--- config.mk ---
export PLATFORM = sky130hd
export DESIGN_NAME = top_k_score_selector
export DESIGN_NICKNAME = d
export VERILOG_FILES = /design/src/sv/tks_pkg.sv /design/src/sv/tks_front.sv /design/src/sv/tks_queue.sv /design/src/sv/tks_back.sv /design/src/sv/top_k_score_selector.sv
export SDC_FILE = /design/constraint.sdc
export NUM_CORES = 1
export LEC_CHECK = 0
export BUFFER_PORTS_ARGS = -buffer_cell sky130_fd_sc_hd__buf_4
export CAP_MARGIN = 20
export CORE_MARGIN = 4
export CORE_UTILIZATION = 25
export CTS_BUF_LIST = sky130_fd_sc_hd__clkbuf_4 sky130_fd_sc_hd__clkbuf_8
export CTS_CLUSTER_SIZE = 14
export DETAILED_ROUTE_END_ITERATION = 12
export MAX_ROUTING_LAYER = met4
export PLACE_DENSITY_LB_ADDON = 0.12
export SYNTH_ARGS = -nofsm -noshare
export SYNTH_HDL_FRONTEND = slang
export SYNTH_SLANG_ARGS = --single-unit
export TNS_END_PERCENT = 50
--- constraint.sdc ---
create_clock -name clk_i -period 10 [get_ports clk_i]
set_input_delay 0.5 -clock clk_i [delete_from_list [all_inputs] [get_ports clk_i]]
set_output_delay 0.5 -clock clk_i [all_outputs]
set_load 0.03 [all_outputs]
--- src/sv/tks_pkg.sv ---
// ----------------------------------------------------------------------------
// tks_pkg
// Shared constants and types of the streaming top-k score selector.
// ----------------------------------------------------------------------------
package tks_pkg;

  // Sizing of the kept list and the position counter.
  localparam int MAX_KEEP    = 8;
  localparam int INDEX_BITS  = 16;
  localparam int POS_W       = INDEX_BITS + 1;
  localparam int CNT_W       = $clog2(MAX_KEEP + 1);
  localparam int RANK_W      = (MAX_KEEP > 1) ? $clog2(MAX_KEEP) : 1;

  // Fixed field widths of the ports.
  localparam int SCORE_W     = 32;
  localparam int IDX_OUT_W   = 16;
  localparam int RANK_OUT_W  = 3;
  localparam int KEEP_W      = 4;
  localparam int EXCL_W      = 16;
  localparam int CFG_IDX_W   = 1;
  localparam int CFG_DATA_W  = 16;

  // Request queue between the front and the back.
  localparam int QUEUE_DEPTH = 4;
  localparam int QPTR_W      = $clog2(QUEUE_DEPTH);
  localparam int QCNT_W      = $clog2(QUEUE_DEPTH + 1);

  // Configuration register indexes.
  typedef logic [CFG_IDX_W-1:0] cfg_idx_t;
  localparam cfg_idx_t REG_KEEP_COUNT     = 1'b0;
  localparam cfg_idx_t REG_EXCLUDED_INDEX = 1'b1;

  localparam logic [KEEP_W-1:0] KEEP_COUNT_RST = KEEP_W'(4);

  // One classified request as it travels through the queue.
  typedef struct packed {
    logic signed [SCORE_W-1:0] score;
    logic [INDEX_BITS-1:0]     idx;
    logic                      insert;
    logic                      last;
  } item_t;

  // One result as it leaves the back part.
  typedef struct packed {
    logic                      valid;
    logic [IDX_OUT_W-1:0]      index;
    logic signed [SCORE_W-1:0] score;
    logic [RANK_OUT_W-1:0]     rank;
    logic                      empty_res;
    logic                      final_res;
  } result_t;

endpackage

--- src/sv/tks_front.sv ---
// ----------------------------------------------------------------------------
// tks_front
// Counts vector positions and classifies each accepted request as eligible
// for insertion or not.
// ----------------------------------------------------------------------------
module tks_front
  import tks_pkg::*;
(
  input  logic                      clk_i,
  input  logic                      rst_ni,
  input  logic                      accept_i,
  input  logic signed [SCORE_W-1:0] score_i,
  input  logic                      last_i,
  input  logic [EXCL_W-1:0]         excluded_index_i,
  output logic                      push_o,
  output item_t                     item_o
);

  localparam int CMP_W = (POS_W > EXCL_W) ? POS_W : EXCL_W;
  localparam logic [POS_W-1:0] POS_LIMIT = POS_W'(1) << INDEX_BITS;

  logic [POS_W-1:0] position_q, position_d;
  logic             in_range;
  logic             excluded;

  // A position is eligible when it is inside the index range and not excluded.
  assign in_range = (position_q < POS_LIMIT);
  assign excluded = (CMP_W'(position_q) == CMP_W'(excluded_index_i));

  assign push_o        = accept_i;
  assign item_o.score  = score_i;
  assign item_o.idx    = position_q[INDEX_BITS-1:0];
  assign item_o.insert = in_range && !excluded;
  assign item_o.last   = last_i;

  // The counter saturates past the range and restarts after the last element.
  always_comb begin
    position_d = position_q;
    if (accept_i) begin
      if (last_i) begin
        position_d = '0;
      end else if (in_range) begin
        position_d = position_q + POS_W'(1);
      end
    end
  end

  always_ff @(posedge clk_i or negedge rst_ni) begin
    if (!rst_ni) begin
      position_q <= '0;
    end else begin
      position_q <= position_d;
    end
  end

endmodule

--- src/sv/tks_queue.sv ---
// ----------------------------------------------------------------------------
// tks_queue
// Short request queue that decouples the classifying front from the
// insertion and emission back.
// ----------------------------------------------------------------------------
module tks_queue
  import tks_pkg::*;
(
  input  logic  clk_i,
  input  logic  rst_ni,
  input  logic  push_i,
  input  item_t push_item_i,
  input  logic  pop_i,
  output item_t pop_item_o,
  output logic  not_empty_o,
  output logic  full_o
);

  item_t             slots_q [QUEUE_DEPTH];
  logic [QPTR_W-1:0] wr_ptr_q;
  logic [QPTR_W-1:0] rd_ptr_q;
  logic [QCNT_W-1:0] count_q;

  assign full_o      = (count_q == QCNT_W'(QUEUE_DEPTH));
  assign not_empty_o = (count_q != '0);
  assign pop_item_o  = slots_q[rd_ptr_q];

  // Storage of the queued requests.
  always_ff @(posedge clk_i) begin
    if (push_i) begin
      slots_q[wr_ptr_q] <= push_item_i;
    end
  end

  // Pointers and fill level.
  always_ff @(posedge clk_i or negedge rst_ni) begin
    if (!rst_ni) begin
      wr_ptr_q <= '0;
      rd_ptr_q <= '0;
      count_q  <= '0;
    end else begin
      if (push_i) begin
        wr_ptr_q <= wr_ptr_q + QPTR_W'(1);
      end
      if (pop_i) begin
        rd_ptr_q <= rd_ptr_q + QPTR_W'(1);
      end
      if (push_i && !pop_i) begin
        count_q <= count_q + QCNT_W'(1);
      end else if (pop_i && !push_i) begin
        count_q <= count_q - QCNT_W'(1);
      end
    end
  end

endmodule

--- src/sv/tks_back.sv ---
// ----------------------------------------------------------------------------
// tks_back
// Row of compare-and-shift cells that keeps the best scores sorted, and the
// sequencer that shifts the row out as ranked results at the end of a vector.
// ----------------------------------------------------------------------------
module tks_back
  import tks_pkg::*;
(
  input  logic              clk_i,
  input  logic              rst_ni,
  input  logic              item_valid_i,
  input  item_t             item_i,
  input  logic [KEEP_W-1:0] keep_count_i,
  output logic              pop_o,
  output result_t           result_o
);

  typedef enum logic {
    ST_RUN,
    ST_EMIT
  } state_e;

  state_e                    state_q;
  logic signed [SCORE_W-1:0] score_q [MAX_KEEP];
  logic [INDEX_BITS-1:0]     idx_q   [MAX_KEEP];
  logic [CNT_W-1:0]          kept_q;
  logic [CNT_W-1:0]          remain_q;
  logic [RANK_W-1:0]         rank_q;
  result_t                   result_q;

  logic [CNT_W-1:0]    k_eff;
  logic [CNT_W-1:0]    kc_eff;
  logic [MAX_KEEP-1:0] beats;
  logic [MAX_KEEP-1:0] take;
  logic [MAX_KEEP-1:0] take_prev;
  logic [CNT_W-1:0]    count_ins;
  logic [CNT_W-1:0]    count_next;
  logic [CNT_W-1:0]    count_emit;

  assign pop_o    = (state_q == ST_RUN) && item_valid_i;
  assign result_o = result_q;

  // Effective list length: zero acts as one, large values clamp to the row size.
  always_comb begin
    if (keep_count_i == '0) begin
      k_eff = CNT_W'(1);
    end else if (32'(keep_count_i) > MAX_KEEP) begin
      k_eff = CNT_W'(MAX_KEEP);
    end else begin
      k_eff = CNT_W'(keep_count_i);
    end
    kc_eff = (kept_q > k_eff) ? k_eff : kept_q;
  end

  // Each cell compares the new score against its own entry. A cell takes the
  // new entry where the run of winning cells starts and shifts from its
  // neighbor inside the run; the free cell after the list closes the run.
  // The list is cut to the current keep count only when an insertion is tried,
  // so a skipped element leaves the count as it was.
  always_comb begin
    for (int j = 0; j < MAX_KEEP; j++) begin
      beats[j] = (CNT_W'(j) < kc_eff) && (item_i.score > score_q[j]);
      take[j]  = (CNT_W'(j) < k_eff) && (beats[j] || (CNT_W'(j) == kc_eff));
    end
    take_prev = {take[MAX_KEEP-2:0], 1'b0};
    count_ins = (kc_eff < k_eff) ? (kc_eff + CNT_W'(1)) : k_eff;
    if (item_i.insert) begin
      count_next = (|take) ? count_ins : kc_eff;
    end else begin
      count_next = kept_q;
    end
    count_emit = (count_next > k_eff) ? k_eff : count_next;
  end

  // Cell row: insertion on a popped request, shift toward the head on emission.
  always_ff @(posedge clk_i) begin
    if (pop_o && item_i.insert) begin
      for (int j = 0; j < MAX_KEEP; j++) begin
        if (take[j] && !take_prev[j]) begin
          score_q[j] <= item_i.score;
          idx_q[j]   <= item_i.idx;
        end else if (take[j] && (j > 0)) begin
          score_q[j] <= score_q[(j > 0) ? j - 1 : 0];
          idx_q[j]   <= idx_q[(j > 0) ? j - 1 : 0];
        end
      end
    end else if (state_q == ST_EMIT) begin
      for (int j = 0; j < MAX_KEEP - 1; j++) begin
        score_q[j] <= score_q[j + 1];
        idx_q[j]   <= idx_q[j + 1];
      end
    end
  end

  // Sequencer with the registered result.
  always_ff @(posedge clk_i or negedge rst_ni) begin
    if (!rst_ni) begin
      state_q  <= ST_RUN;
      kept_q   <= '0;
      remain_q <= '0;
      rank_q   <= '0;
      result_q <= '0;
    end else begin
      unique case (state_q)
        ST_RUN: begin
          result_q.valid <= pop_o && item_i.last && (count_emit == '0);
          if (pop_o) begin
            if (item_i.last) begin
              kept_q <= '0;
              if (count_emit == '0) begin
                // Nothing eligible: one flagged result closes the run.
                result_q.index     <= '0;
                result_q.score     <= '0;
                result_q.rank      <= '0;
                result_q.empty_res <= 1'b1;
                result_q.final_res <= 1'b1;
              end else begin
                state_q  <= ST_EMIT;
                remain_q <= count_emit;
                rank_q   <= '0;
              end
            end else begin
              kept_q <= count_next;
            end
          end
        end
        ST_EMIT: begin
          // The head cell is the best remaining entry.
          result_q.valid     <= 1'b1;
          result_q.index     <= IDX_OUT_W'(idx_q[0]);
          result_q.score     <= score_q[0];
          result_q.rank      <= RANK_OUT_W'(rank_q);
          result_q.empty_res <= 1'b0;
          result_q.final_res <= (remain_q == CNT_W'(1));
          remain_q           <= remain_q - CNT_W'(1);
          rank_q             <= rank_q + RANK_W'(1);
          if (remain_q == CNT_W'(1)) begin
            state_q <= ST_RUN;
          end
        end
      endcase
    end
  end

endmodule

--- src/sv/top_k_score_selector.sv ---
// ----------------------------------------------------------------------------
// top_k_score_selector
// Streaming top-k selection: keeps the best scores of a vector sorted and
// emits them best first, as index, score and rank, after the last element.
// ----------------------------------------------------------------------------
// A request is written into the queue at acceptance and enters the cell row
// when the back pops it; a vector's first result is registered from the head
// cell in the emission state after the last element's entry, or at that entry
// when nothing was kept. One element per cycle is taken while the queue has
// room; the last element holds the row while the kept entries are emitted,
// and the four-deep queue absorbs new elements. Results cannot be stalled.
// Reset clears position, kept list and queue; keep_count=4, excluded_index=0.
// ----------------------------------------------------------------------------
module top_k_score_selector
  import tks_pkg::*;
(
  input  logic                         clk_i,
  input  logic                         rst_ni,
  input  logic                         start,
  output logic                         busy,
  input  logic signed [SCORE_W-1:0]    score_i,
  input  logic                         last_i,
  input  logic                         cfg_we_i,
  input  logic [CFG_IDX_W-1:0]         cfg_idx_i,
  input  logic [CFG_DATA_W-1:0]        cfg_wdata_i,
  output logic                         result_valid_o,
  output logic [IDX_OUT_W-1:0]         index_o,
  output logic signed [SCORE_W-1:0]    picked_score_o,
  output logic [RANK_OUT_W-1:0]        rank_o,
  output logic                         empty_res_o,
  output logic                         final_res_o
);

  logic [KEEP_W-1:0] keep_count_q;
  logic [EXCL_W-1:0] excluded_index_q;

  logic    accept;
  logic    push;
  item_t   push_item;
  item_t   pop_item;
  logic    pop;
  logic    queue_not_empty;
  logic    queue_full;
  result_t result;

  // A request is taken whenever the queue has room.
  assign busy   = queue_full;
  assign accept = start && !busy;

  // Configuration registers.
  always_ff @(posedge clk_i or negedge rst_ni) begin
    if (!rst_ni) begin
      keep_count_q     <= KEEP_COUNT_RST;
      excluded_index_q <= '0;
    end else if (cfg_we_i) begin
      unique case (cfg_idx_i)
        REG_KEEP_COUNT:     keep_count_q     <= cfg_wdata_i[KEEP_W-1:0];
        REG_EXCLUDED_INDEX: excluded_index_q <= cfg_wdata_i[EXCL_W-1:0];
      endcase
    end
  end

  tks_front u_front (
    .clk_i            (clk_i),
    .rst_ni           (rst_ni),
    .accept_i         (accept),
    .score_i          (score_i),
    .last_i           (last_i),
    .excluded_index_i (excluded_index_q),
    .push_o           (push),
    .item_o           (push_item)
  );

  tks_queue u_queue (
    .clk_i       (clk_i),
    .rst_ni      (rst_ni),
    .push_i      (push),
    .push_item_i (push_item),
    .pop_i       (pop),
    .pop_item_o  (pop_item),
    .not_empty_o (queue_not_empty),
    .full_o      (queue_full)
  );

  tks_back u_back (
    .clk_i        (clk_i),
    .rst_ni       (rst_ni),
    .item_valid_i (queue_not_empty),
    .item_i       (pop_item),
    .keep_count_i (keep_count_q),
    .pop_o        (pop),
    .result_o     (result)
  );

  assign result_valid_o = result.valid;
  assign index_o        = result.index;
  assign picked_score_o = result.score;
  assign rank_o         = result.rank;
  assign empty_res_o    = result.empty_res;
  assign final_res_o    = result.final_res;

  // A ranked result other than the best follows a non-final result directly.
  a_rank_follows: assert property (@(posedge clk_i) disable iff (!rst_ni)
    result_valid_o && (rank_o != '0) |-> $past(result_valid_o) && !$past(final_res_o))
    else $error("ranked result without a preceding result of the same run");

  // The empty result is alone in its run.
  a_empty_alone: assert property (@(posedge clk_i) disable iff (!rst_ni)
    result_valid_o && empty_res_o |-> final_res_o && (rank_o == '0))
    else $error("empty result is not the single final result");

  // Emission of a run has no gaps.
  a_run_contiguous: assert property (@(posedge clk_i) disable iff (!rst_ni)
    result_valid_o && !final_res_o |=> result_valid_o)
    else $error("gap inside the emission of a run");

endmodule

==> results.md <==
* Status: finished, final reports clean
* Mapped Nets at 3642
* Worst Path Arrival at around 9.5 ns
* Setup Crit Path Kind: reg -> reg
* Cell Area, Synth at 37800 um^2
* Number of global-route vias before repair at approximately 27000
* Clock skew at a little over 0.04 ns
* Peak VDD IR at between 0.0001 and 0.00015 V
* Share of layout cells above drive strength 1 at 0.159
* RSZ-0062 raised after global routing: false
* Commonest cells after routing, fill and taps aside: edfxtp_1 (584), nand2_1 (401), o21ai_0 (359)
* Max FO, Critical Path at 36
* H-Tree Level Count at 4
* FFs w/ async S/R, synth at 0.159
* Gr ovfl total at 0
* #FFs+latches synth at 694
* Combinational power share at 0.481
* Max Used Layer: met4
* Post-synth EDFFs at about 580
* Reg clk slew, reported paths at roughly 0.060 ns
* Iteration-0 DRC Markers at about 1800
* First-pass GRT wire length at 188000 um
* Period minus WS final at roughly 8.8 ns
* Yosys warnings at 0
* GP Congestion at about 0.83
* WL met1 at between 50000 and 60000 um
* Power Density at roughly 360 nW/um^2
* Die Ht at just under 400 um
* Ys flop type: edfxtp_1
* Tightest Pin Transition at 1.08 ns
* Clock Power Share at 0.189
* Power Internal at ~0.009 W
* Final setup violation count at 0
* Total CTS buffers at around 140
* Num Clock Sinks at 694
* Syn Inst Count at approximately 3300
* Num rows at ~140
* Crit. End Element: flop
* Count of input and output buffers at 108
* Max-cap violations at 0
* Final count of hold timing violations at 0
* WL met3 at between 5000 and 6000 um
* Nets at between 3000 and 4000
* CP Launch Type: flop
* Effective utilization at floorplan at 0.252
* CTS tree: built
* Vias post-DR at 26100
* Ports at about 110
* Tot Pwr at about 0.016 W
* Max Clk Rate at about 110 MHz
* Die X at between 300 and 400 um
* Worst EP required at approximately 11 ns
* Place WS at 1.11 ns
* Post-route clock period utilization at 0.880
* Core footprint at about 150000 um^2
* Clock Tree Root: clkbuf_8
* Post-CTS Setup Repair Bufs at 0
* Pin count of the biggest net entering global routing at approximately 170
* Worst Hold Slack at roughly 0.12 ns
* Clk_lat worst skew at approximately 0.86 ns
* Syn avg cell area at 11.4 um^2
* Post-route cell area at between 40000 and 50000 um^2
* Final WS setup at about 1.2 ns
* Max-Slew Margin vs Limit at 0.272
* Leakage Power at roughly 18 nW
* Flop pwr share at 0.330
* Drt via density at around 4.7
* First drt pass iteration count at 5
* Final ANT Viol Nets at 0
* NetSw at approximately 0.007 W
* Seq/Total Area, Yosys at 0.537
* CTS resizes at 0
* Pins Over Slew Limit at 0
* TNS Setup at 0 ns
* Total Wirelength at roughly 130000 um
* Post-DP HPWL at around 85000 um
* Hold WC Path Type: in -> reg
* Clock Tree Buf Depth at 3
* Global Route Usage Sum at 0.167
* Die area at around 160000 um^2
* Antenna violations before repair at 3
* Commonest non-fill, non-tap cell in the layout: edfxtp_1
* Unique cell type count in the Yosys netlist at approximately 80
* Drt wl/cell at approximately 23 um
* Met2 wire length at roughly 59000 um
* Sw frac at 0.435
* Drt drc at 0
* P&R area growth vs syn at 16.9%
* Post-placement cell area at 40800 um^2
==> metal layers <==
metal / up-vias / track usage
li1: 12400 / -
met1: 13000 / 0.219
met2: 528 / 0.260
met3: 214 / 0.0298
met4: 0 / 0.0568
met5: - / -
==> through the flow <==
step | util | cells
floorplan | - | 3309
global placement | 0.272 | 5286
detailed placement | 0.272 | 5287
CTS | 0.295 | 5588
global route | 0.295 | 5589
finish | 0.295 | 5590
==> cells in the mapped netlist, types with 11 or more instances <==
cell	count	area [um^2]
a22o_1	53	464
ha_1	278	3480
nand2b_1	12	75.1
edfxtp_1	584	17500
xor2_1	17	149
buf_1	20	75.1
a21oi_1	189	946
clkbuf_1	160	601
dfrtp_1	109	2730
and4_1	16	140
a221oi_1	12	105
nand2_1	404	1520
nor3_1	14	70.1
nand3_1	38	190
nor2_1	142	533
nand4_1	49	307
xnor2_1	25	219
o211ai_1	11	82.6
a21o_1	40	300
o21ai_0	360	1800
inv_1	278	1040
mux2_2	88	991
mux2i_1	202	2020
mux4_2	49	1100
==> cells by family after synthesis <==
| logic type | after synthesis | synth area share |
|---|---|---|
| adders and majority gates | 279 | 0.0926 |
| DFF | 694 | 0.537 |
| muxes | 339 | 0.109 |
| and+or+nand+nor | 743 | 0.0872 |
| AOI/OAI and AO/OA | 744 | 0.117 |
| buffers and inverters | 468 | 0.0477 |
| xor gates and xnor gates | 42 | 0.00973 |
==> area by class of cell <==
type / instances / area [um^2]
diodes: 2 / 5.00
clock buffers: 206 / 2500
repair buffers: 201 / 1670
multi-input cells: 2147 / 15800
inverters: 281 / 1050
clock inverters: 43 / 333
flip-flops and latches: 694 / 20300
well taps: 2016 / 2520
fillers: 15500 / 106000
==> worst max-delay path, cell delays in order (launching register included) <==
cell,delay (ns)
dfrtp_4,0.87
buf_4,0.43
mux4_2,0.75
ha_1,0.38
and4_1,0.25
nand4_1,0.27
nor4_1,0.99
o31a_1,0.32
nor2_1,0.08
a311o_1,0.32
and3_1,0.20
or4b_4,0.60
or2_4,0.29
mux2i_1,0.40
inv_1,0.10
ha_1,0.30
nor2b_1,0.14
o21ai_0,0.14
nand2b_1,0.07
a21oi_1,0.14
a41o_1,0.28
inv_1,0.16
nand2_1,0.13
o31ai_2,0.11
a31oi_4,0.20
buf_4,0.53
a22oi_2,0.16
==> power by group through the flow <==
stage / sequential [W] / combinational [W] / clock, W
2_1_floorplan: 0.00516 / 0.00515 / 0
3_3_place_gp: 0.00537 / 0.00778 / 0
3_5_place_dp: 0.00535 / 0.00776 / 0
4_1_cts: 0.00531 / 0.00783 / 0.00315
5_1_grt: 0.00543 / 0.00867 / 0.00328
6_report: 0.00530 / 0.00772 / 0.00304
==> final timing paths <==
check	start	to	slack, ns	depth (start not counted)
max in group asynchronous	rst_ni	u_back.result_o[12]	8.51	3
setup / recovery	u_queue.rd_ptr_q[0]	u_back.result_o[0]	1.20	26
min in group asynchronous	rst_ni	u_back.result_o[40]	0.25	2
hold / removal	cfg_idx_i	keep_count_q[1]	0.12	3
hold reg to reg	u_queue.count_q[2]	u_queue.count_q[2]	0.49	1
setup reg to reg	u_queue.rd_ptr_q[0]	u_back.result_o[0]	1.20	26
==> sequential cells by signal (all words and copies together), names as in the netlist <==
register            count
u_back.score_q        256
u_queue.slots_q       200
u_back.idx_q          128
u_back.result_o        54
u_front.position_q     17
excluded_index_q       16
keep_count_q            4
u_back.kept_q           4
u_back.remain_q         4
u_back.rank_q           3
u_queue.count_q         3
u_queue.rd_ptr_q        2
u_queue.wr_ptr_q        2
u_back.state_q          1
==> repair_timing <==
item / in CTS / in global routing
endpoints found under the setup margin: 0 / 0
endpoints found under the hold margin: 220 / 0
hold buffers: 52 / 0
Note: power is estimated with default switching activity, not from simulation.
